### src/rtl/fpba_pkg.sv
// Shared types and constants for the fit policy block allocator.
// No dependencies; imported by the controller, datapath and top level.
package fpba_pkg;

    // Table geometry.
    localparam int NUM_BLOCKS = 16;
    localparam int SIZE_BITS  = 16;
    localparam int IDX_BITS   = (NUM_BLOCKS > 1) ? $clog2(NUM_BLOCKS) : 1;
    localparam int CNT_BITS   = $clog2(NUM_BLOCKS + 1);

    // Port field widths.
    localparam int ENTRY_IDX_W = 4;
    localparam int FIELD_SIZE_W = 16;
    localparam int CFG_IDX_W   = 2;
    localparam int CFG_DATA_W  = 5;

    // Configuration register indexes.
    localparam logic [CFG_IDX_W-1:0] CFG_FIT_MODE    = 2'd0;
    localparam logic [CFG_IDX_W-1:0] CFG_BLOCK_COUNT = 2'd1;

    // Input opcodes.
    localparam logic OP_LOAD  = 1'b0;
    localparam logic OP_ALLOC = 1'b1;

    // Placement rules.
    typedef enum logic [1:0] {
        FIT_FIRST = 2'd0,
        FIT_BEST  = 2'd1,
        FIT_WORST = 2'd2
    } t_fit_mode;

    // Commands from the controller to the datapath.
    typedef struct packed {
        logic load;      // write one table entry
        logic start;     // latch an allocate request and rewind the scan
        logic step;      // evaluate the current entry and advance
        logic out_load;  // publish the result and update the used flags
    } t_dp_cmd;

    // Status from the datapath to the controller.
    typedef struct packed {
        logic count_zero; // no entries to scan
        logic scan_done;  // current entry ends the scan
        logic out_free;   // output register can take a result
    } t_dp_sts;

endpackage

### src/rtl/fit_policy_block_allocator.sv
// A load item writes one table entry when accepted. An allocate item is accepted, then scans
// the size table one entry per cycle through its registered read port, stopping at the first
// candidate under first fit and skipping a zero count, then waits for a free output register.
// The input stalls until the result is published; loads are taken every cycle while idle.
// Reset (synchronous, active low) frees every block, sets first fit and a
// full block count, and empties the output register; table contents persist.
module fit_policy_block_allocator (
    input  logic                                i_clk,
    input  logic                                i_rst_n,
    input  logic                                i_in_valid,
    output logic                                o_in_stall,
    input  logic                                i_opcode,
    input  logic [fpba_pkg::ENTRY_IDX_W-1:0]    i_entry_index,
    input  logic [fpba_pkg::FIELD_SIZE_W-1:0]   i_entry_size,
    input  logic [fpba_pkg::FIELD_SIZE_W-1:0]   i_request_size,
    input  logic                                i_end_of_pass,
    output logic                                o_out_valid,
    input  logic                                i_out_stall,
    output logic                                o_granted,
    output logic [fpba_pkg::ENTRY_IDX_W-1:0]    o_block_index,
    output logic [fpba_pkg::FIELD_SIZE_W-1:0]   o_block_size,
    output logic [fpba_pkg::FIELD_SIZE_W-1:0]   o_leftover,
    input  logic                                i_cfg_valid,
    output logic                                o_cfg_ready,
    input  logic [fpba_pkg::CFG_IDX_W-1:0]      i_cfg_index,
    input  logic [fpba_pkg::CFG_DATA_W-1:0]     i_cfg_data
);
    import fpba_pkg::*;

    t_dp_cmd cmd;
    t_dp_sts sts;
    logic    ready;

    // Configuration is always writable.
    assign o_cfg_ready = 1'b1;
    assign o_in_stall  = !ready;

    fpba_ctrl u_ctrl (
        .i_clk      (i_clk),
        .i_rst_n    (i_rst_n),
        .i_in_valid (i_in_valid),
        .i_opcode   (i_opcode),
        .i_sts      (sts),
        .o_cmd      (cmd),
        .o_ready    (ready)
    );

    fpba_dp u_dp (
        .i_clk          (i_clk),
        .i_rst_n        (i_rst_n),
        .i_cmd          (cmd),
        .o_sts          (sts),
        .i_cfg_we       (i_cfg_valid),
        .i_cfg_index    (i_cfg_index),
        .i_cfg_data     (i_cfg_data),
        .i_entry_index  (i_entry_index),
        .i_entry_size   (i_entry_size),
        .i_request_size (i_request_size),
        .i_end_of_pass  (i_end_of_pass),
        .i_out_stall    (i_out_stall),
        .o_out_valid    (o_out_valid),
        .o_granted      (o_granted),
        .o_block_index  (o_block_index),
        .o_block_size   (o_block_size),
        .o_leftover     (o_leftover)
    );

endmodule

### src/rtl/fpba_ctrl.sv
// Sequencer for the fit policy block allocator: accept, scan, publish.
// Depends on fpba_pkg for the command and status structs.
module fpba_ctrl (
    input  logic              i_clk,
    input  logic              i_rst_n,
    input  logic              i_in_valid,
    input  logic              i_opcode,
    input  fpba_pkg::t_dp_sts i_sts,
    output fpba_pkg::t_dp_cmd o_cmd,
    output logic              o_ready
);
    import fpba_pkg::*;

    typedef enum logic [2:0] {
        S_IDLE = 3'b001,
        S_SCAN = 3'b010,
        S_OUT  = 3'b100
    } t_state;

    t_state r_state;
    t_state n_state;
    logic   accept;

    assign o_ready = (r_state == S_IDLE);
    assign accept  = i_in_valid && o_ready;

    // Next state and command decode.
    always_comb begin
        n_state        = r_state;
        o_cmd          = '0;
        unique case (r_state)
            S_IDLE: begin
                if (accept) begin
                    if (i_opcode == OP_ALLOC) begin
                        o_cmd.start = 1'b1;
                        n_state     = S_SCAN;
                    end else begin
                        o_cmd.load = 1'b1;
                    end
                end
            end
            S_SCAN: begin
                if (i_sts.count_zero) begin
                    n_state = S_OUT;
                end else begin
                    o_cmd.step = 1'b1;
                    if (i_sts.scan_done) begin
                        n_state = S_OUT;
                    end
                end
            end
            S_OUT: begin
                if (i_sts.out_free) begin
                    o_cmd.out_load = 1'b1;
                    n_state        = S_IDLE;
                end
            end
            default: begin
                n_state = S_IDLE;
            end
        endcase
    end

    // State register.
    always_ff @(posedge i_clk) begin
        if (!i_rst_n) begin
            r_state <= S_IDLE;
        end else begin
            r_state <= n_state;
        end
    end

endmodule

### src/rtl/fpba_dp.sv
// Datapath for the fit policy block allocator: size table, used flags,
// scan pointer, best-candidate tracking and the output register. Uses fpba_pkg.
module fpba_dp (
    input  logic                                i_clk,
    input  logic                                i_rst_n,
    input  fpba_pkg::t_dp_cmd                   i_cmd,
    output fpba_pkg::t_dp_sts                   o_sts,
    input  logic                                i_cfg_we,
    input  logic [fpba_pkg::CFG_IDX_W-1:0]      i_cfg_index,
    input  logic [fpba_pkg::CFG_DATA_W-1:0]     i_cfg_data,
    input  logic [fpba_pkg::ENTRY_IDX_W-1:0]    i_entry_index,
    input  logic [fpba_pkg::FIELD_SIZE_W-1:0]   i_entry_size,
    input  logic [fpba_pkg::FIELD_SIZE_W-1:0]   i_request_size,
    input  logic                                i_end_of_pass,
    input  logic                                i_out_stall,
    output logic                                o_out_valid,
    output logic                                o_granted,
    output logic [fpba_pkg::ENTRY_IDX_W-1:0]    o_block_index,
    output logic [fpba_pkg::FIELD_SIZE_W-1:0]   o_block_size,
    output logic [fpba_pkg::FIELD_SIZE_W-1:0]   o_leftover
);
    import fpba_pkg::*;

    // Size table and per-block used flags.
    logic [SIZE_BITS-1:0]  mem [NUM_BLOCKS];
    logic [NUM_BLOCKS-1:0] r_used;

    // Configuration registers.
    logic [1:0]          r_fit_mode;
    logic [CNT_BITS-1:0] r_block_count;

    // Request context latched at start.
    t_fit_mode           r_mode;
    logic [SIZE_BITS-1:0] r_req;
    logic [CNT_BITS-1:0] r_count;
    logic                r_eop;

    // Scan pointer and registered table read.
    logic [CNT_BITS-1:0]  r_addr;
    logic [CNT_BITS-1:0]  n_addr;
    logic [SIZE_BITS-1:0] r_rd_data;

    // Best candidate so far.
    logic                 r_found;
    logic [IDX_BITS-1:0]  r_best_idx;
    logic [SIZE_BITS-1:0] r_best_size;

    // Output register.
    logic                    r_out_valid;
    logic                    r_granted;
    logic [ENTRY_IDX_W-1:0]  r_block_index;
    logic [FIELD_SIZE_W-1:0] r_block_size;
    logic [FIELD_SIZE_W-1:0] r_leftover;

    logic                cand;
    logic                take;
    logic                load_in_range;
    logic [CNT_BITS-1:0] cfg_count;
    logic [CNT_BITS-1:0] addr_inc;
    logic [SIZE_BITS-1:0] diff;

    // Configuration writes; a count above the table depth saturates.
    always_comb begin
        if (CNT_BITS'(i_cfg_data) > CNT_BITS'(NUM_BLOCKS)) begin
            cfg_count = CNT_BITS'(NUM_BLOCKS);
        end else begin
            cfg_count = CNT_BITS'(i_cfg_data);
        end
    end

    always_ff @(posedge i_clk) begin
        if (!i_rst_n) begin
            r_fit_mode    <= FIT_FIRST;
            r_block_count <= CNT_BITS'(NUM_BLOCKS);
        end else if (i_cfg_we) begin
            unique case (i_cfg_index)
                CFG_FIT_MODE:    r_fit_mode    <= i_cfg_data[1:0];
                CFG_BLOCK_COUNT: r_block_count <= cfg_count;
                default: begin
                end
            endcase
        end
    end

    // Table write; loads beyond the table depth are dropped.
    assign load_in_range = ({1'b0, i_entry_index} < (ENTRY_IDX_W + 1)'(NUM_BLOCKS));

    always_ff @(posedge i_clk) begin
        if (i_cmd.load && load_in_range) begin
            mem[i_entry_index[IDX_BITS-1:0]] <= SIZE_BITS'(i_entry_size);
        end
        r_rd_data <= mem[n_addr[IDX_BITS-1:0]];
    end

    // Scan pointer; the read address is the next pointer so data lines up.
    assign addr_inc = r_addr + CNT_BITS'(1);

    always_comb begin
        if (i_cmd.start) begin
            n_addr = '0;
        end else if (i_cmd.step) begin
            n_addr = addr_inc;
        end else begin
            n_addr = r_addr;
        end
    end

    always_ff @(posedge i_clk) begin
        r_addr <= n_addr;
    end

    // Request context; the meaningless fourth mode code acts as first fit.
    always_ff @(posedge i_clk) begin
        if (i_cmd.start) begin
            unique case (r_fit_mode)
                FIT_BEST:  r_mode <= FIT_BEST;
                FIT_WORST: r_mode <= FIT_WORST;
                default:   r_mode <= FIT_FIRST;
            endcase
            r_req   <= SIZE_BITS'(i_request_size);
            r_count <= r_block_count;
            r_eop   <= i_end_of_pass;
        end
    end

    // Candidate test and replacement rule; ties keep the lower index.
    assign cand = !r_used[r_addr[IDX_BITS-1:0]] && (r_rd_data >= r_req);

    always_comb begin
        take = 1'b0;
        if (cand) begin
            if (!r_found) begin
                take = 1'b1;
            end else begin
                case (r_mode)
                    FIT_BEST:  take = (r_rd_data < r_best_size);
                    FIT_WORST: take = (r_rd_data > r_best_size);
                    default:   take = 1'b0;
                endcase
            end
        end
    end

    always_ff @(posedge i_clk) begin
        if (i_cmd.start) begin
            r_found <= 1'b0;
        end else if (i_cmd.step && take) begin
            r_found     <= 1'b1;
            r_best_idx  <= r_addr[IDX_BITS-1:0];
            r_best_size <= r_rd_data;
        end
    end

    // Status back to the sequencer.
    assign o_sts.count_zero = (r_count == '0);
    assign o_sts.scan_done  = (addr_inc >= r_count) || ((r_mode == FIT_FIRST) && cand);
    assign o_sts.out_free   = !r_out_valid || !i_out_stall;

    // Used flags: a publish marks the granted block, or frees them all on an end of pass.
    always_ff @(posedge i_clk) begin
        if (!i_rst_n) begin
            r_used <= '0;
        end else if (i_cmd.out_load) begin
            if (r_eop) begin
                r_used <= '0;
            end else if (r_found) begin
                r_used[r_best_idx] <= 1'b1;
            end
        end
    end

    // Output register; refused requests report zero fields.
    assign diff = r_best_size - r_req;

    always_ff @(posedge i_clk) begin
        if (!i_rst_n) begin
            r_out_valid <= 1'b0;
        end else if (i_cmd.out_load) begin
            r_out_valid <= 1'b1;
        end else if (!i_out_stall) begin
            r_out_valid <= 1'b0;
        end
    end

    always_ff @(posedge i_clk) begin
        if (i_cmd.out_load) begin
            r_granted <= r_found;
            if (r_found) begin
                r_block_index <= ENTRY_IDX_W'(r_best_idx);
                r_block_size  <= FIELD_SIZE_W'(r_best_size);
                r_leftover    <= FIELD_SIZE_W'(diff);
            end else begin
                r_block_index <= '0;
                r_block_size  <= '0;
                r_leftover    <= '0;
            end
        end
    end

    assign o_out_valid   = r_out_valid;
    assign o_granted     = r_granted;
    assign o_block_index = r_block_index;
    assign o_block_size  = r_block_size;
    assign o_leftover    = r_leftover;

endmodule

### config.mk
export PLATFORM = sky130hd
export DESIGN_NAME = fit_policy_block_allocator
export DESIGN_NICKNAME = d
export VERILOG_FILES = /design/src/rtl/fpba_pkg.sv /design/src/rtl/fit_policy_block_allocator.sv /design/src/rtl/fpba_ctrl.sv /design/src/rtl/fpba_dp.sv
export SDC_FILE = /design/constraint.sdc
export NUM_CORES = 1
export LEC_CHECK = 0
export BUFFER_PORTS_ARGS = -buffer_cell sky130_fd_sc_hd__buf_2
export CORE_MARGIN = 4
export CORE_UTILIZATION = 26
export DETAILED_ROUTE_END_ITERATION = 8
export SETUP_SLACK_MARGIN = 0.02
export SYNTH_ARGS = -nofsm -noshare
export SYNTH_HDL_FRONTEND = slang
export SYNTH_SLANG_ARGS = --single-unit
### constraint.sdc
create_clock -name i_clk -period 4.1 [get_ports i_clk]
set_input_delay 0.615 -clock i_clk [delete_from_list [all_inputs] [get_ports i_clk]]
set_output_delay 0.615 -clock i_clk [all_outputs]
set_load 0.05 [all_outputs]
Yosys cells after proc, flatten, opt, wreduce, memory -nomap -nowiden
Memory sizes are Yosys's and may differ from the RTL's. A register that Yosys moved wholly into a read port is not among the register bits.
Cells that the tools add are included.
{"block": "totals", "regBits": 114, "latch_bits": 0, "mem_bits_rw": 256, "mem_bits_ro": 0, "in_bits": 50, "out_inout_bits": 40, "elab_cells": 95, "memories": 1}
{"name": "u_dp.mem", "depth": 16, "width": 16, "read_ports": 1, "rd_clocked_by_memory_dff": 1, "write_ports": 1, "line_no": "fpba_dp.sv:25", "source": "logic [SIZE_BITS-1:0] mem [NUM_BLOCKS];"}
{"block": "classes", "addsub": 2, "n_mul": 0, "n_div": 0, "magnitude_cmp": 8, "eq_ne": 13, "shifts": 0, "mux": 31, "bitwise_logic": 2, "n_reduce_logical": 20}
{"cell": "2-to-1 mux 16 bit", "count": 2}
{"cell": ">= comparator 16 bit", "count": 1}
{"cell": "> comparator 16 bit", "count": 1}
{"cell": "< comparator 16 bit", "count": 1}
{"cell": "OR 16 bit", "count": 1}
{"cell": "subtractor 16 bit", "count": 1}
{"cell": "2-to-1 mux 3 bit", "count": 5}
{"cell": "2-to-1 mux 1 bit", "count": 14}
{"cell": "< comparator 4 x 5 -> 1 bit (second input constant)", "count": 2}
{"cell": "case mux 3 bit (3 select lines)", "count": 1}
{"cell": "2-to-1 mux 4 bit", "count": 2}
{"cell": "AND reduction 2 bit", "count": 4}
{"cell": "== test 2 x 1 -> 1 bit (second input constant)", "count": 3}
{"cell": "adder 5 x 1 -> 5 bit (second input constant)", "count": 1}
{"cell": ">= comparator 5 bit", "count": 1}
{"cell": "> comparator 5 bit (second input constant)", "count": 1}
{"cell": "logical AND 1 bit", "count": 5}
{"cell": "logical NOT 5 bit", "count": 1}
{"cell": "2-to-1 mux 5 bit", "count": 1}
{"cell": "binary-select mux 1 bit (select 4 bit)", "count": 1}
{"cell": "demux 1 bit (select 4 bit)", "count": 1}
{"cell": "== test 2 bit (second input constant)", "count": 2}
{"cell": ">= comparator 4 x 1 -> 1 bit (second input constant)", "count": 1}
{"cell": "logical NOT 1 bit", "count": 4}
{"cell": "other kinds (14)", "count": 19}

Depth between registers and ports, before layout
Gate-level depths: netlist (run 1).
{"block": "depth", "ltp_word": 9, "mapped_depth": 12, "depth_no_buf": 10}

By module
Synthesis (run 1) repeated with hierarchy kept, for this count alone.
{"block": "unflattened", "cells_unflattened": 1000, "hier_area_um2": 16229.3}
{"mod": "fpba_dp", "n_inst": 1, "cells_per_inst": 978, "area_per_inst_um2": 16017.9}
{"mod": "fpba_ctrl", "n_inst": 1, "cells_per_inst": 19, "area_per_inst_um2": 196.4}
{"mod": "fit_policy_block_allocator", "n_inst": 1, "cells_per_inst": 3, "area_per_inst_um2": 15.0}

Worst setup path after synthesis (run 1)
OpenSTA, ideal clock, no wires.
{"block": "synth_timing", "kind": "register to register", "startpoint": "register u_ctrl.r_state[2]", "endpoint": "register u_dp.r_used[14]", "setup_time_ps": 65, "arrival_time_ps": 3953, "slack_ps": 82, "stages_incl_launch_ff": 7, "path_cell_list": "dfxtp_1 or3b_2 a21oi_1 o21ai_0 nor3b_1 a31oi_1 nor2_1"}
{"element": "start: declaration", "line_no": "fpba_ctrl.sv:20", "source": "t_state r_state;"}
{"element": "start signal: assignment", "line_no": "fpba_ctrl.sv:69", "source": "r_state <= n_state;"}
{"element": "end signal: assignment", "line_no": "fpba_dp.sv:162", "source": "r_used <= '0;"}
{"element": "end signal: assignment", "line_no": "fpba_dp.sv:165", "source": "r_used <= '0;"}
{"element": "end signal: indexed assignment", "line_no": "fpba_dp.sv:167", "source": "r_used[r_best_idx] <= 1'b1;"}
{"element": "end: declaration", "line_no": "fpba_dp.sv:26", "source": "logic [NUM_BLOCKS-1:0] r_used;"}

Worst setup path in the final report (run 1)
{"block": "layout_timing", "startpoint": "register u_dp.r_count[1]", "endpoint": "register u_dp.r_rd_data[9] (read register of u_dp.mem)"}
{"block": "layout_between", "elab_chain_cells": 5}
{"element": "start: declaration", "line_no": "fpba_dp.sv:35", "source": "logic [CNT_BITS-1:0] r_count;"}
{"element": "start signal: assignment", "line_no": "fpba_dp.sv:121", "source": "r_count <= r_block_count;"}
{"element": "logical NOT 5 bit", "line_no": "fpba_dp.sv:155", "source": "assign o_sts.count_zero = (r_count == '0);"}
{"element": "2-to-1 mux 1 bit", "line_no": "fpba_ctrl.sv:43", "source": "if (i_sts.count_zero) begin"}
{"element": "2-to-1 mux 1 bit", "line_no": "fpba_ctrl.sv:31", "source": "unique case (r_state)"}
{"element": "2-to-1 mux 4 bit", "line_no": "fpba_dp.sv:101", "source": "end else if (i_cmd.step) begin"}
{"element": "2-to-1 mux 4 bit", "line_no": "fpba_dp.sv:99", "source": "if (i_cmd.start) begin"}
{"element": "end: declaration", "line_no": "fpba_dp.sv:41", "source": "logic [SIZE_BITS-1:0] r_rd_data;"}
No other way between the ends.
A chain may end at the register's enable or synchronous reset.

==> results of run 1 <==
## worst paths after layout
path	startpoint	cells after the start	slack, ps	end
worst max register to register	u_dp.r_count[1]	9	900	u_dp.r_rd_data[9]
worst min-delay path	i_request_size[10]	1	240	u_dp.r_req[10]
worst max-delay path	u_dp.r_count[1]	9	900	u_dp.r_rd_data[9]
worst min register to register	u_dp.r_block_count[0]	0	440	u_dp.r_count[0]
## report_power, final
group	switching (mW)	internal (mW)	leakage (nW)
registers	0.0322	4.30	3.45
logic	0.194	0.112	2.75
clock network	1.51	2.01	0.624
total	1.74	6.43	6.83
## layout make-up
type	instances	area, µm²
timing repair buffer	126	751
fill	6158	42600
antenna	3	7.51
clock inverter	19	210
sequential	386	11100
multi-input combinational	711	4710
clock buffer	54	1080
tap	837	1050
inverter	49	186
## per-layer routing
metal / share of wire (%) / wire length, µm
met1: 45 / 17300
met2: 44 / 17000
met3: 7.6 / 2920
met4: 2.5 / 965
met5: 0.071 / 27
## state kept, by name, summed over array words and instances (netlist names)
signal,count
u_ctrl.r_state,3
u_dp.mem,256
u_dp.o_block_index,4
u_dp.o_block_size,16
u_dp.o_granted,1
u_dp.o_leftover,16
u_dp.o_out_valid,1
u_dp.r_addr,5
u_dp.r_best_idx,4
u_dp.r_best_size,16
u_dp.r_block_count,5
u_dp.r_count,5
u_dp.r_eop,1
u_dp.r_fit_mode,2
u_dp.r_found,1
u_dp.r_mode,2
u_dp.r_rd_data,16
u_dp.r_req,16
u_dp.r_used,16
## cell usage in the layout, fill, tap and decap left out, types with 27 or more instances in the layout
cell,n
sky130_fd_sc_hd__ha_1,56
sky130_fd_sc_hd__inv_1,47
sky130_fd_sc_hd__buf_4,36
sky130_fd_sc_hd__dfxtp_1,49
sky130_fd_sc_hd__edfxtp_1,337
sky130_fd_sc_hd__a31oi_1,27
sky130_fd_sc_hd__mux2i_1,36
sky130_fd_sc_hd__clkbuf_16,40
sky130_fd_sc_hd__nor2_1,69
sky130_fd_sc_hd__nand3_1,42
sky130_fd_sc_hd__nand2_1,178
sky130_fd_sc_hd__buf_2,88
sky130_fd_sc_hd__mux2_2,28
sky130_fd_sc_hd__a21oi_1,44
## cells by family (layout without fill, tap and decap cells)
kind of cell	after synthesis	count (layout)	share of synthesized area, %
other	1	4	0.0231
DFF	386	386	68.4
buffers and inverters	94	248	2.75
adders and majority gates	57	57	4.44
muxes	71	71	5.00
AOI/OAI and AO/OA	175	175	7.35
xor gates and xnor gates	18	18	0.972
and+or+nand+nor	389	389	11.0
## stage by stage
step / worst slack [ps] / instance area, µm²
floorplan: 82.1 / 16200
global placement: 900 / 17800
detailed placement: 848 / 17800
CTS: 869 / 19100
global route: 698 / 19100
finish: 901 / 19100
==> impl_metrics.prom, run 1 <==
# TYPE chip_impl_metric gauge
chip_impl_metric{name="clock_path_buffers",unit=""} 3
chip_impl_info{name="synthMostInstantiatedCell",value="sky130_fd_sc_hd__edfxtp_1"} 1
chip_impl_metric{name="initial_utilization",unit="%"} 26.3
chip_impl_info{name="timing_worst_setup_path_type",value="reg -> reg"} 1
chip_impl_metric{name="total_power",unit="mW"} 8.16
chip_impl_metric{name="grt.met2_usage",unit="%"} 17.1
chip_impl_metric{name="synth-warning-count",unit=""} 0
chip_impl_metric{name="fin_util",unit="%"} 30.9
chip_impl_metric{name="grt_pass1_vias",unit=""} 9804
chip_impl_metric{name="setup_total_negative_slack",unit="ps"} 0
chip_impl_metric{name="flow.area_growth_from_synthesis",unit="%"} 17.7
chip_impl_metric{name="power_leakage",unit="nW"} 6.83
chip_impl_metric{name="globalRouteMet1Util",unit="%"} 15.6
chip_impl_metric{name="maximum_number_of_pins_on_one_net_before_global_route_repair",unit=""} 82
chip_impl_metric{name="area_inside_the_core_boundary",unit="mm²"} 0.0617
chip_impl_info{name="busiest_layer",value="met2"} 1
chip_impl_metric{name="fin_crit",unit="ps"} 3200
chip_impl_metric{name="routed_wire_length_per_instance",unit="µm"} 17.5
chip_impl_metric{name="drt_iter0_markers",unit=""} 896
chip_impl_metric{name="achievable-frequency",unit="GHz"} 0.313
chip_impl_info{name="root_buf_cell",value="sky130_fd_sc_hd__clkbuf_16"} 1
chip_impl_metric{name="cts-hold-fix-buffers",unit=""} 0
chip_impl_metric{name="antenna_left",unit=""} 0
chip_impl_metric{name="dieArea",unit="mm²"} 0.0665
chip_impl_metric{name="cts.clk_slew.worst_paths",unit="ps"} 60
chip_impl_metric{name="clock_sink_count",unit=""} 386
chip_impl_metric{name="finish.cell_count_without_fillers",unit=""} 2185
chip_impl_metric{name="maxCapViolations",unit=""} 0
chip_impl_metric{name="synthesis.area_per_instance",unit="µm²"} 13.6
chip_impl_metric{name="sequential_cell_area_fraction_in_the_yosys_report",unit="%"} 68.4
chip_impl_metric{name="irDropWorstVdd",unit="µV"} 287
chip_impl_metric{name="total_of_cells_resized_after_clock_tree_synthesis",unit=""} 0
chip_impl_metric{name="async_set_reset_flop_share_out_of_synthesis",unit="%"} 0
chip_impl_info{name="kind_of_path_behind_the_tightest_hold_check",value="in -> reg"} 1
chip_impl_metric{name="post_drt_via_cell_ratio",unit=""} 4.49
chip_impl_metric{name="timing.final.setup_violations",unit=""} 0
chip_impl_metric{name="synthesis.nets",unit=""} 1298
chip_impl_metric{name="synth_cell_types",unit=""} 65
chip_impl_info{name="status",value="completed"} 1
chip_impl_metric{name="skew",unit="ps"} 25.0
chip_impl_metric{name="dp_cells",unit=""} 2109
chip_impl_metric{name="groute.usage.overall",unit="%"} 11.2
chip_impl_metric{name="grt_antenna_before_repair",unit=""} 8
chip_impl_metric{name="final_layout_size_suffix_gt1_share",unit="%"} 17.4
chip_impl_metric{name="fin_nets",unit=""} 1421
chip_impl_info{name="startpoint_type",value="register"} 1
chip_impl_metric{name="routabilityCongestion",unit=""} 0.792
chip_impl_info{name="synth_flop_cell",value="sky130_fd_sc_hd__edfxtp_1"} 1
chip_impl_metric{name="yosysTopAreaCellShare",unit="%"} 62.4
chip_impl_info{name="critical_path.top_delay_family",value="compound AO/OA/AOI/OAI gates"} 1
chip_impl_metric{name="synth_enable_flop_cells",unit=""} 337
chip_impl_metric{name="critical_path_buf_inv_count",unit=""} 2
chip_impl_metric{name="final.hold.worst_slack",unit="ps"} 241
chip_impl_info{name="crit_path_end_kind",value="register"} 1
chip_impl_metric{name="die_width",unit="µm"} 258
chip_impl_metric{name="cp.arrival",unit="ps"} 3630
chip_impl_metric{name="placement_rows",unit=""} 91
chip_impl_metric{name="detailedRoute.firstPassIterationCount",unit=""} 5
chip_impl_metric{name="post-route-drc-count",unit=""} 0
chip_impl_info{name="most_frequent_cells_after_synthesis",value="sky130_fd_sc_hd__edfxtp_1, sky130_fd_sc_hd__nand2_1, sky130_fd_sc_hd__nor2_1"} 1
chip_impl_info{name="netlist_top_cells_area",value="sky130_fd_sc_hd__edfxtp_1, sky130_fd_sc_hd__dfxtp_1, sky130_fd_sc_hd__ha_1, sky130_fd_sc_hd__nand2_1, sky130_fd_sc_hd__mux2i_1"} 1
chip_impl_info{name="grt_setup_unrepaired",value="no"} 1
chip_impl_metric{name="top_level_ports",unit=""} 90
chip_impl_metric{name="hold_violations",unit=""} 0
chip_impl_metric{name="synthesis.instances",unit=""} 1191
chip_impl_metric{name="remaining_global_route_overflow",unit=""} 0
chip_impl_metric{name="critPathRequiredTime",unit="ps"} 4530
chip_impl_info{name="crit_path_cell_trace",value="or4_4 -> o21a_4 -> o21a_2 -> inv_4 -> buf_4 -> mux2_2 -> o21ai_0 -> a31oi_1 -> a311o_1"} 1
chip_impl_metric{name="timing.critical_path.fanout_max",unit=""} 33
chip_impl_metric{name="tightest_slew",unit="ps"} 926
chip_impl_metric{name="htree_levels",unit=""} 2
chip_impl_info{name="tritoncts",value="yes"} 1
chip_impl_metric{name="cts_made_buffers",unit=""} 40
chip_impl_info{name="synthDominantAreaCellType",value="sky130_fd_sc_hd__edfxtp_1"} 1
chip_impl_metric{name="hpwl",unit="µm"} 24900
chip_impl_metric{name="grt_first_pass_wirelength",unit="µm"} 57900
chip_impl_metric{name="netlist_area",unit="mm²"} 0.0162
chip_impl_metric{name="later_pin_clock_latency_in_the_skew_report",unit="ps"} 560
chip_impl_metric{name="worst_path_largest_cell_delay",unit="ps"} 580
chip_impl_metric{name="die_height",unit="µm"} 258
chip_impl_metric{name="ys_ff_latch",unit=""} 386
chip_impl_metric{name="portBuffers",unit=""} 88
chip_impl_metric{name="maxSlewViolCount",unit=""} 0
chip_impl_metric{name="post_cts_setup_repair_bufs",unit=""} 0
chip_impl_metric{name="drt-total-wl",unit="µm"} 38200
chip_impl_metric{name="worst_slew_margin_rel",unit="%"} 38.3
chip_impl_metric{name="period_share",unit="%"} 78.0
chip_impl_info{name="slowest_stage",value="sky130_fd_sc_hd__or4_4"} 1
chip_impl_metric{name="power_per_cell_area",unit="mW/mm²"} 427
chip_impl_metric{name="grt_use_met3",unit="%"} 3.15
chip_impl_metric{name="via_count",unit=""} 9808
Power figures use the tool's default switching activity.
==> run 2: changes to the inputs <==
==> constraint.sdc (replaced) <==
create_clock -name i_clk -period 3 [get_ports i_clk]
set_input_delay 0.45 -clock i_clk [delete_from_list [all_inputs] [get_ports i_clk]]
set_output_delay 0.45 -clock i_clk [all_outputs]
set_load 0.05 [all_outputs]
==> impl_metrics.prom, run 2 (synthesized netlist as in run 1, its figures left out) <==
# TYPE chip_impl_metric gauge
chip_impl_info{name="status",value="completed"} 1
chip_impl_metric{name="grt_pass1_vias",unit=""} 10000
chip_impl_metric{name="via_count",unit=""} 9995
chip_impl_info{name="startpoint_type",value="register"} 1
chip_impl_metric{name="hold_violations",unit=""} 0
chip_impl_metric{name="clock_sink_count",unit=""} 386
chip_impl_metric{name="irDropWorstVdd",unit="µV"} 482
chip_impl_metric{name="drt_iter0_markers",unit=""} 764
chip_impl_info{name="final_common_cell",value="sky130_fd_sc_hd__edfxtp_1"} 1
chip_impl_info{name="timing_worst_setup_path_type",value="reg -> reg"} 1
chip_impl_metric{name="achievable-frequency",unit="GHz"} 0.354
chip_impl_metric{name="groute.usage.overall",unit="%"} 11.4
chip_impl_metric{name="cts-hold-fix-buffers",unit=""} 0
chip_impl_metric{name="post-route-drc-count",unit=""} 0
chip_impl_metric{name="detailedRoute.firstPassIterationCount",unit=""} 5
chip_impl_metric{name="maximum_number_of_pins_on_one_net_before_global_route_repair",unit=""} 82
chip_impl_metric{name="n_fill_cell",unit=""} 6144
chip_impl_metric{name="area_inside_the_core_boundary",unit="mm²"} 0.0617
chip_impl_metric{name="cts_made_buffers",unit=""} 41
chip_impl_metric{name="skew",unit="ps"} 23.6
chip_impl_info{name="crit_path_end_kind",value="register"} 1
chip_impl_metric{name="post_drt_via_cell_ratio",unit=""} 4.53
chip_impl_metric{name="final_layout_size_suffix_gt1_share",unit="%"} 19.3
chip_impl_info{name="grt_setup_unrepaired",value="no"} 1
chip_impl_metric{name="portBuffers",unit=""} 88
chip_impl_metric{name="routabilityCongestion",unit=""} 0.804
chip_impl_metric{name="dp_slack",unit="ps"} 23.3
chip_impl_metric{name="power_leakage",unit="nW"} 7.03
chip_impl_metric{name="remaining_global_route_overflow",unit=""} 0
chip_impl_metric{name="initial_utilization",unit="%"} 26.3
chip_impl_metric{name="clock_path_buffers",unit=""} 3
chip_impl_metric{name="maxCapViolations",unit=""} 0
chip_impl_metric{name="hpwl",unit="µm"} 25200
chip_impl_metric{name="flow.area_growth_from_synthesis",unit="%"} 20.0
chip_impl_metric{name="period_share",unit="%"} 94.0
chip_impl_metric{name="top_level_ports",unit=""} 90
chip_impl_metric{name="antenna_left",unit=""} 0
chip_impl_metric{name="die_width",unit="µm"} 258
chip_impl_metric{name="dp_cells",unit=""} 2129
chip_impl_metric{name="setup_total_negative_slack",unit="ps"} 0
chip_impl_metric{name="fin_nets",unit=""} 1442
chip_impl_metric{name="critPathRequiredTime",unit="ps"} 3490
chip_impl_metric{name="fin_crit",unit="ps"} 2820
chip_impl_metric{name="worst_slew_margin_rel",unit="%"} 60.1
chip_impl_metric{name="timing.critical_path.fanout_max",unit=""} 38
chip_impl_metric{name="maxSlewViolCount",unit=""} 0
chip_impl_metric{name="placement_rows",unit=""} 91
chip_impl_metric{name="routed_wire_length_per_instance",unit="µm"} 17.7
chip_impl_metric{name="timing.final.setup_violations",unit=""} 0
chip_impl_info{name="tritoncts",value="yes"} 1
chip_impl_metric{name="grt_antenna_before_repair",unit=""} 7
chip_impl_metric{name="htree_levels",unit=""} 2
chip_impl_metric{name="tightest_slew",unit="ps"} 592
chip_impl_info{name="root_buf_cell",value="sky130_fd_sc_hd__clkbuf_16"} 1
chip_impl_metric{name="cp.arrival",unit="ps"} 3310
chip_impl_metric{name="largest_register_ffs",unit=""} 256
chip_impl_metric{name="cts.clk_slew.worst_paths",unit="ps"} 60
chip_impl_metric{name="finish.cell_count_without_fillers",unit=""} 2207
chip_impl_metric{name="total_power",unit="mW"} 11.4
chip_impl_metric{name="later_pin_clock_latency_in_the_skew_report",unit="ps"} 560
chip_impl_metric{name="die_height",unit="µm"} 258
chip_impl_metric{name="final_critical_path_setup_slack",unit="ps"} 179
chip_impl_metric{name="dieArea",unit="mm²"} 0.0665
chip_impl_info{name="kind_of_path_behind_the_tightest_hold_check",value="in -> reg"} 1
chip_impl_metric{name="grt_first_pass_wirelength",unit="µm"} 59400
chip_impl_metric{name="power_per_cell_area",unit="mW/mm²"} 584
chip_impl_info{name="final_cell_mix",value="sky130_fd_sc_hd__edfxtp_1, sky130_fd_sc_hd__nand2_1, sky130_fd_sc_hd__buf_2"} 1
chip_impl_metric{name="drt-total-wl",unit="µm"} 39000
-- run 2: final timing paths --
check | start | to | slack [ps] | cells after the start
worst max-delay path | u_dp.r_count[1] | u_dp.r_rd_data[2] | 180 | 9
worst min-delay path | i_request_size[14] | u_dp.r_req[14] | 80 | 1
worst max register to register | u_dp.r_count[1] | u_dp.r_rd_data[2] | 180 | 9
worst min register to register | u_dp.r_block_count[0] | u_dp.r_count[0] | 440 | 0
-- run 2: repair_timing --
| item | 4_1_cts | 5_1_grt |
|---|---|---|
| setup buffers | 0 | 0 |
| endpoints found under the setup margin | 1 | 2 |
| gates resized for setup | 1 | 1 |
-- run 2: through the flow --
step | instance area (µm²) | util, % | hold slack [ps]
2_1_floorplan | 16200 | - | 408
3_3_place_gp | 18100 | 29.3 | 432
3_5_place_dp | 18100 | 29.3 | 426
4_1_cts | 19500 | 31.5 | 58.5
5_1_grt | 19500 | 31.5 | 57.1
6_report | 19500 | 31.5 | 84.8
-- run 2: routing by layer --
metal / vias up / share of wire [%] / global-route usage, % / wire [µm]
met5: - / 0.067 / 0 / 26
met4: 4 / 2.5 / 3.10 / 962
met3: 61 / 7.1 / 3.00 / 2780
met2: 295 / 44 / 18.0 / 17400
met1: 4904 / 46 / 15.7 / 17900
li1: 4731 / - / - / -
-- run 2: layout make-up --
cell class | instances | area (µm²) | share of cell area, %
Timing Repair Buffer | 146 | 1070 | 5.48
Clock inverter | 21 | 195 | 1.00
Sequential cell | 386 | 11100 | 57.0
Multi-Input combinational cell | 711 | 4710 | 24.2
Clock buffer | 55 | 1150 | 5.91
Antenna cell | 2 | 5.00 | 0.0257
Tap cell | 837 | 1050 | 5.38
Inverter | 49 | 190 | 0.977
-- run 2: power breakdown --
group	leakage (nW)	total (mW)	internal (mW)	switching (mW)
Sequential	3.45	5.92	5.88	0.0425
Combinational	2.91	0.437	0.164	0.272
Clock	0.668	5.01	2.90	2.11
Total	7.03	11.4	8.95	2.43
-- run 2: worst max-delay path, stage by stage (launching register included) --
cell and delay [ps]:
sky130_fd_sc_hd__edfxtp_1 390, sky130_fd_sc_hd__or4_4 570, sky130_fd_sc_hd__o21a_4 210, sky130_fd_sc_hd__buf_4 150, sky130_fd_sc_hd__xor2_1 150, sky130_fd_sc_hd__nand2_2 180, sky130_fd_sc_hd__buf_4 410, sky130_fd_sc_hd__mux2_2 380
sky130_fd_sc_hd__o32ai_1 150, sky130_fd_sc_hd__a311o_1 160
==> run 3: changes to the inputs <==
--- a/config.mk
+++ b/config.mk
@@ -9,6 +9,7 @@
 export CORE_MARGIN = 4
 export CORE_UTILIZATION = 26
 export DETAILED_ROUTE_END_ITERATION = 8
+export REMOVE_ABC_BUFFERS = 1
 export SETUP_SLACK_MARGIN = 0.02
 export SYNTH_ARGS = -nofsm -noshare
 export SYNTH_HDL_FRONTEND = slang
==> constraint.sdc (replaced) <==
create_clock -name i_clk -period 3 [get_ports i_clk]
set_input_delay 0.6 -clock i_clk [delete_from_list [all_inputs] [get_ports i_clk]]
set_output_delay 0.6 -clock i_clk [all_outputs]
set_load 0.05 [all_outputs]
==> impl_metrics.prom, run 3 (synthesized netlist as in run 1, its figures left out) <==
# TYPE chip_impl_metric gauge
chip_impl_metric{name="post_dp_cell_area",unit="mm²"} 0.0180
chip_impl_metric{name="placement_rows",unit=""} 91
chip_impl_info{name="timing_worst_setup_path_type",value="reg -> reg"} 1
chip_impl_metric{name="post_drt_via_cell_ratio",unit=""} 4.48
chip_impl_metric{name="grt_pass1_vias",unit=""} 9898
chip_impl_metric{name="achievable-frequency",unit="GHz"} 0.346
chip_impl_metric{name="portBuffers",unit=""} 88
chip_impl_metric{name="stdcell_area",unit="mm²"} 0.0195
chip_impl_metric{name="cts_made_buffers",unit=""} 41
chip_impl_metric{name="grt_first_pass_wirelength",unit="µm"} 59000
chip_impl_info{name="busiest_layer",value="met2"} 1
chip_impl_info{name="crit_path_end_kind",value="register"} 1
chip_impl_metric{name="initial_utilization",unit="%"} 26.3
chip_impl_metric{name="drt-total-wl",unit="µm"} 38900
chip_impl_metric{name="total_power",unit="mW"} 11.5
chip_impl_metric{name="globalRouteMet1Util",unit="%"} 15.1
chip_impl_metric{name="cp.arrival",unit="ps"} 3360
chip_impl_metric{name="worst_hold_path.num_cells",unit=""} 1
chip_impl_info{name="root_buf_cell",value="sky130_fd_sc_hd__clkbuf_16"} 1
chip_impl_metric{name="setup.reg_to_reg.worst_slack",unit="ps"} 110
chip_impl_info{name="hold_path_end",value="u_dp.r_req[13]"} 1
chip_impl_info{name="final_cell_mix",value="sky130_fd_sc_hd__edfxtp_1, sky130_fd_sc_hd__nand2_1, sky130_fd_sc_hd__buf_2"} 1
chip_impl_metric{name="power_per_cell_area",unit="mW/mm²"} 590
chip_impl_metric{name="fin_nets",unit=""} 1439
chip_impl_metric{name="setup_total_negative_slack",unit="ps"} 0
chip_impl_metric{name="irDropWorstVdd",unit="µV"} 343
chip_impl_metric{name="clock_sink_count",unit=""} 386
chip_impl_info{name="critical_path.reg2reg.endpoint",value="u_dp.r_rd_data[7]"} 1
chip_impl_metric{name="dp_cells",unit=""} 2126
chip_impl_metric{name="groute.usage.overall",unit="%"} 11.4
chip_impl_info{name="final_common_cell",value="sky130_fd_sc_hd__edfxtp_1"} 1
chip_impl_info{name="grt_setup_unrepaired",value="no"} 1
chip_impl_metric{name="drt_iter0_markers",unit=""} 656
chip_impl_metric{name="critPathRequiredTime",unit="ps"} 3480
chip_impl_metric{name="maximum_number_of_pins_on_one_net_before_global_route_repair",unit=""} 82
chip_impl_metric{name="finish.cell_count_without_fillers",unit=""} 2205
chip_impl_info{name="regToRegStartpoint",value="u_dp.r_count[1]"} 1
chip_impl_metric{name="maxCapViolations",unit=""} 0
chip_impl_metric{name="timing.final.setup_violations",unit=""} 0
chip_impl_metric{name="die_width",unit="µm"} 258
chip_impl_metric{name="hpwl",unit="µm"} 25400
chip_impl_metric{name="remaining_global_route_overflow",unit=""} 0
chip_impl_metric{name="later_pin_clock_latency_in_the_skew_report",unit="ps"} 570
chip_impl_metric{name="clock_path_buffers",unit=""} 3
chip_impl_metric{name="tightest_slew",unit="ps"} 1050
chip_impl_metric{name="grt.met2_usage",unit="%"} 18.7
chip_impl_metric{name="routed_wire_length_per_instance",unit="µm"} 17.6
chip_impl_metric{name="fin_crit",unit="ps"} 2890
chip_impl_metric{name="worst_slew_margin_rel",unit="%"} 29.8
chip_impl_metric{name="ff2ff_path_depth",unit=""} 7
chip_impl_metric{name="htree_levels",unit=""} 2
chip_impl_metric{name="flow.area_growth_from_synthesis",unit="%"} 20.0
chip_impl_metric{name="power_leakage",unit="nW"} 7.02
chip_impl_metric{name="period_share",unit="%"} 96.2
chip_impl_metric{name="die_height",unit="µm"} 258
chip_impl_metric{name="routabilityCongestion",unit=""} 0.810
chip_impl_info{name="kind_of_path_behind_the_tightest_hold_check",value="in -> reg"} 1
chip_impl_metric{name="final_layout_size_suffix_gt1_share",unit="%"} 18.5
chip_impl_metric{name="maxSlewViolCount",unit=""} 0
chip_impl_metric{name="cts.clk_slew.worst_paths",unit="ps"} 60
chip_impl_metric{name="final.hold.worst_slack",unit="ps"} 217
chip_impl_metric{name="via_count",unit=""} 9882
chip_impl_metric{name="top_level_ports",unit=""} 90
chip_impl_metric{name="largest_register_ffs",unit=""} 256
chip_impl_info{name="worstHoldStart",value="i_request_size[13]"} 1
chip_impl_metric{name="detailedRoute.firstPassIterationCount",unit=""} 5
chip_impl_metric{name="antenna_left",unit=""} 0
chip_impl_info{name="tritoncts",value="yes"} 1
chip_impl_metric{name="timing.critical_path.fanout_max",unit=""} 9
chip_impl_info{name="startpoint_type",value="register"} 1
chip_impl_metric{name="n_fill_cell",unit=""} 6194
chip_impl_info{name="status",value="completed"} 1
chip_impl_metric{name="hold_violations",unit=""} 0
chip_impl_metric{name="dieArea",unit="mm²"} 0.0665
chip_impl_metric{name="skew",unit="ps"} 37.3
chip_impl_metric{name="area_inside_the_core_boundary",unit="mm²"} 0.0617
chip_impl_metric{name="grt_antenna_before_repair",unit=""} 10
chip_impl_metric{name="grt_use_met3",unit="%"} 3.29
chip_impl_metric{name="post_cts_setup_repair_bufs",unit=""} 0
chip_impl_metric{name="post-route-drc-count",unit=""} 0
==> run 3: cell count changes in the layout (fill, tap and decap cells not counted), moves of 3 or more <==
| cell | previous run | this run |
|---|---|---|
| sky130_fd_sc_hd__clkinv_1 | 1 | 6 |
| sky130_fd_sc_hd__clkinv_2 | 11 | 6 |
| sky130_fd_sc_hd__buf_12 | 15 | 12 |
| sky130_fd_sc_hd__clkinv_16 | 0 | 3 |
| sky130_fd_sc_hd__inv_6 | 5 | 0 |
| sky130_fd_sc_hd__clkbuf_1 | 8 | 11 |
==> run 3: power by group <==
part / switching [mW] / internal [mW]
combinational: 0.269 / 0.162
sequential: 0.0369 / 5.88
clock: 2.11 / 3.03
==> run 3: worst max-delay path by stage <==
stage / start / end / slack (ps)
after CTS: u_dp.r_count[1] / u_dp.r_rd_data[3] / 110
after global routing: u_dp.r_count[1] / u_dp.r_rd_data[3] / 20
after floorplan: i_in_valid / u_dp.r_rd_data[14] / -1730
after detailed placement: u_dp.r_count[1] / u_dp.r_rd_data[3] / -20
after global placement: u_dp.r_count[1] / u_dp.r_rd_data[3] / 40
final: u_dp.r_count[1] / u_dp.r_rd_data[7] / 110
==> run 3: critical path, cell delays in order (launching register included) <==
cell                       delay [ps]
sky130_fd_sc_hd__edfxtp_1         380
sky130_fd_sc_hd__or4_4            550
sky130_fd_sc_hd__buf_4            160
sky130_fd_sc_hd__o211ai_1         170
sky130_fd_sc_hd__xor2_1           160
sky130_fd_sc_hd__nor3_2           850
sky130_fd_sc_hd__buf_4            340
sky130_fd_sc_hd__a311o_1          190
==> run 3: timing repair <==
| item | 4_1_cts | 5_1_grt |
|---|---|---|
| gates cloned | 0 | 0 |
| hold buffers | 0 | 0 |
| pin swaps | 0 | 0 |
| resized for setup | 1 | 1 |
| setup endpoints to repair | 1 | 1 |
==> run 3: layer usage <==
layer / wire length [µm] / vias up
li1: - / 4714
met3: 2830 / 67
met2: 18200 / 264
met5: 60 / -
met1: 17000 / 4827
met4: 770 / 10
==> run 3: layout make-up <==
type                       count  area (µm²)  share of cell area [%]
antenna                        3        7.51                  0.0386
multi-input combinational    711        4710                    24.2
sequential                   386       11100                    57.0
tap                          837        1050                    5.38
inverter                      49         191                   0.983
clock inverter                19         267                    1.37
timing repair buffer         143        1000                    5.16
clock buffer                  57        1140                    5.84
==> run 3: through the flow <==
step / utilization [%] / worst slack [ps]
2_1_floorplan: - / -1730
3_3_place_gp: 29.2 / 37.6
3_5_place_dp: 29.2 / -20.7
4_1_cts: 31.5 / 105
5_1_grt: 31.5 / 21.3
6_report: 31.5 / 113
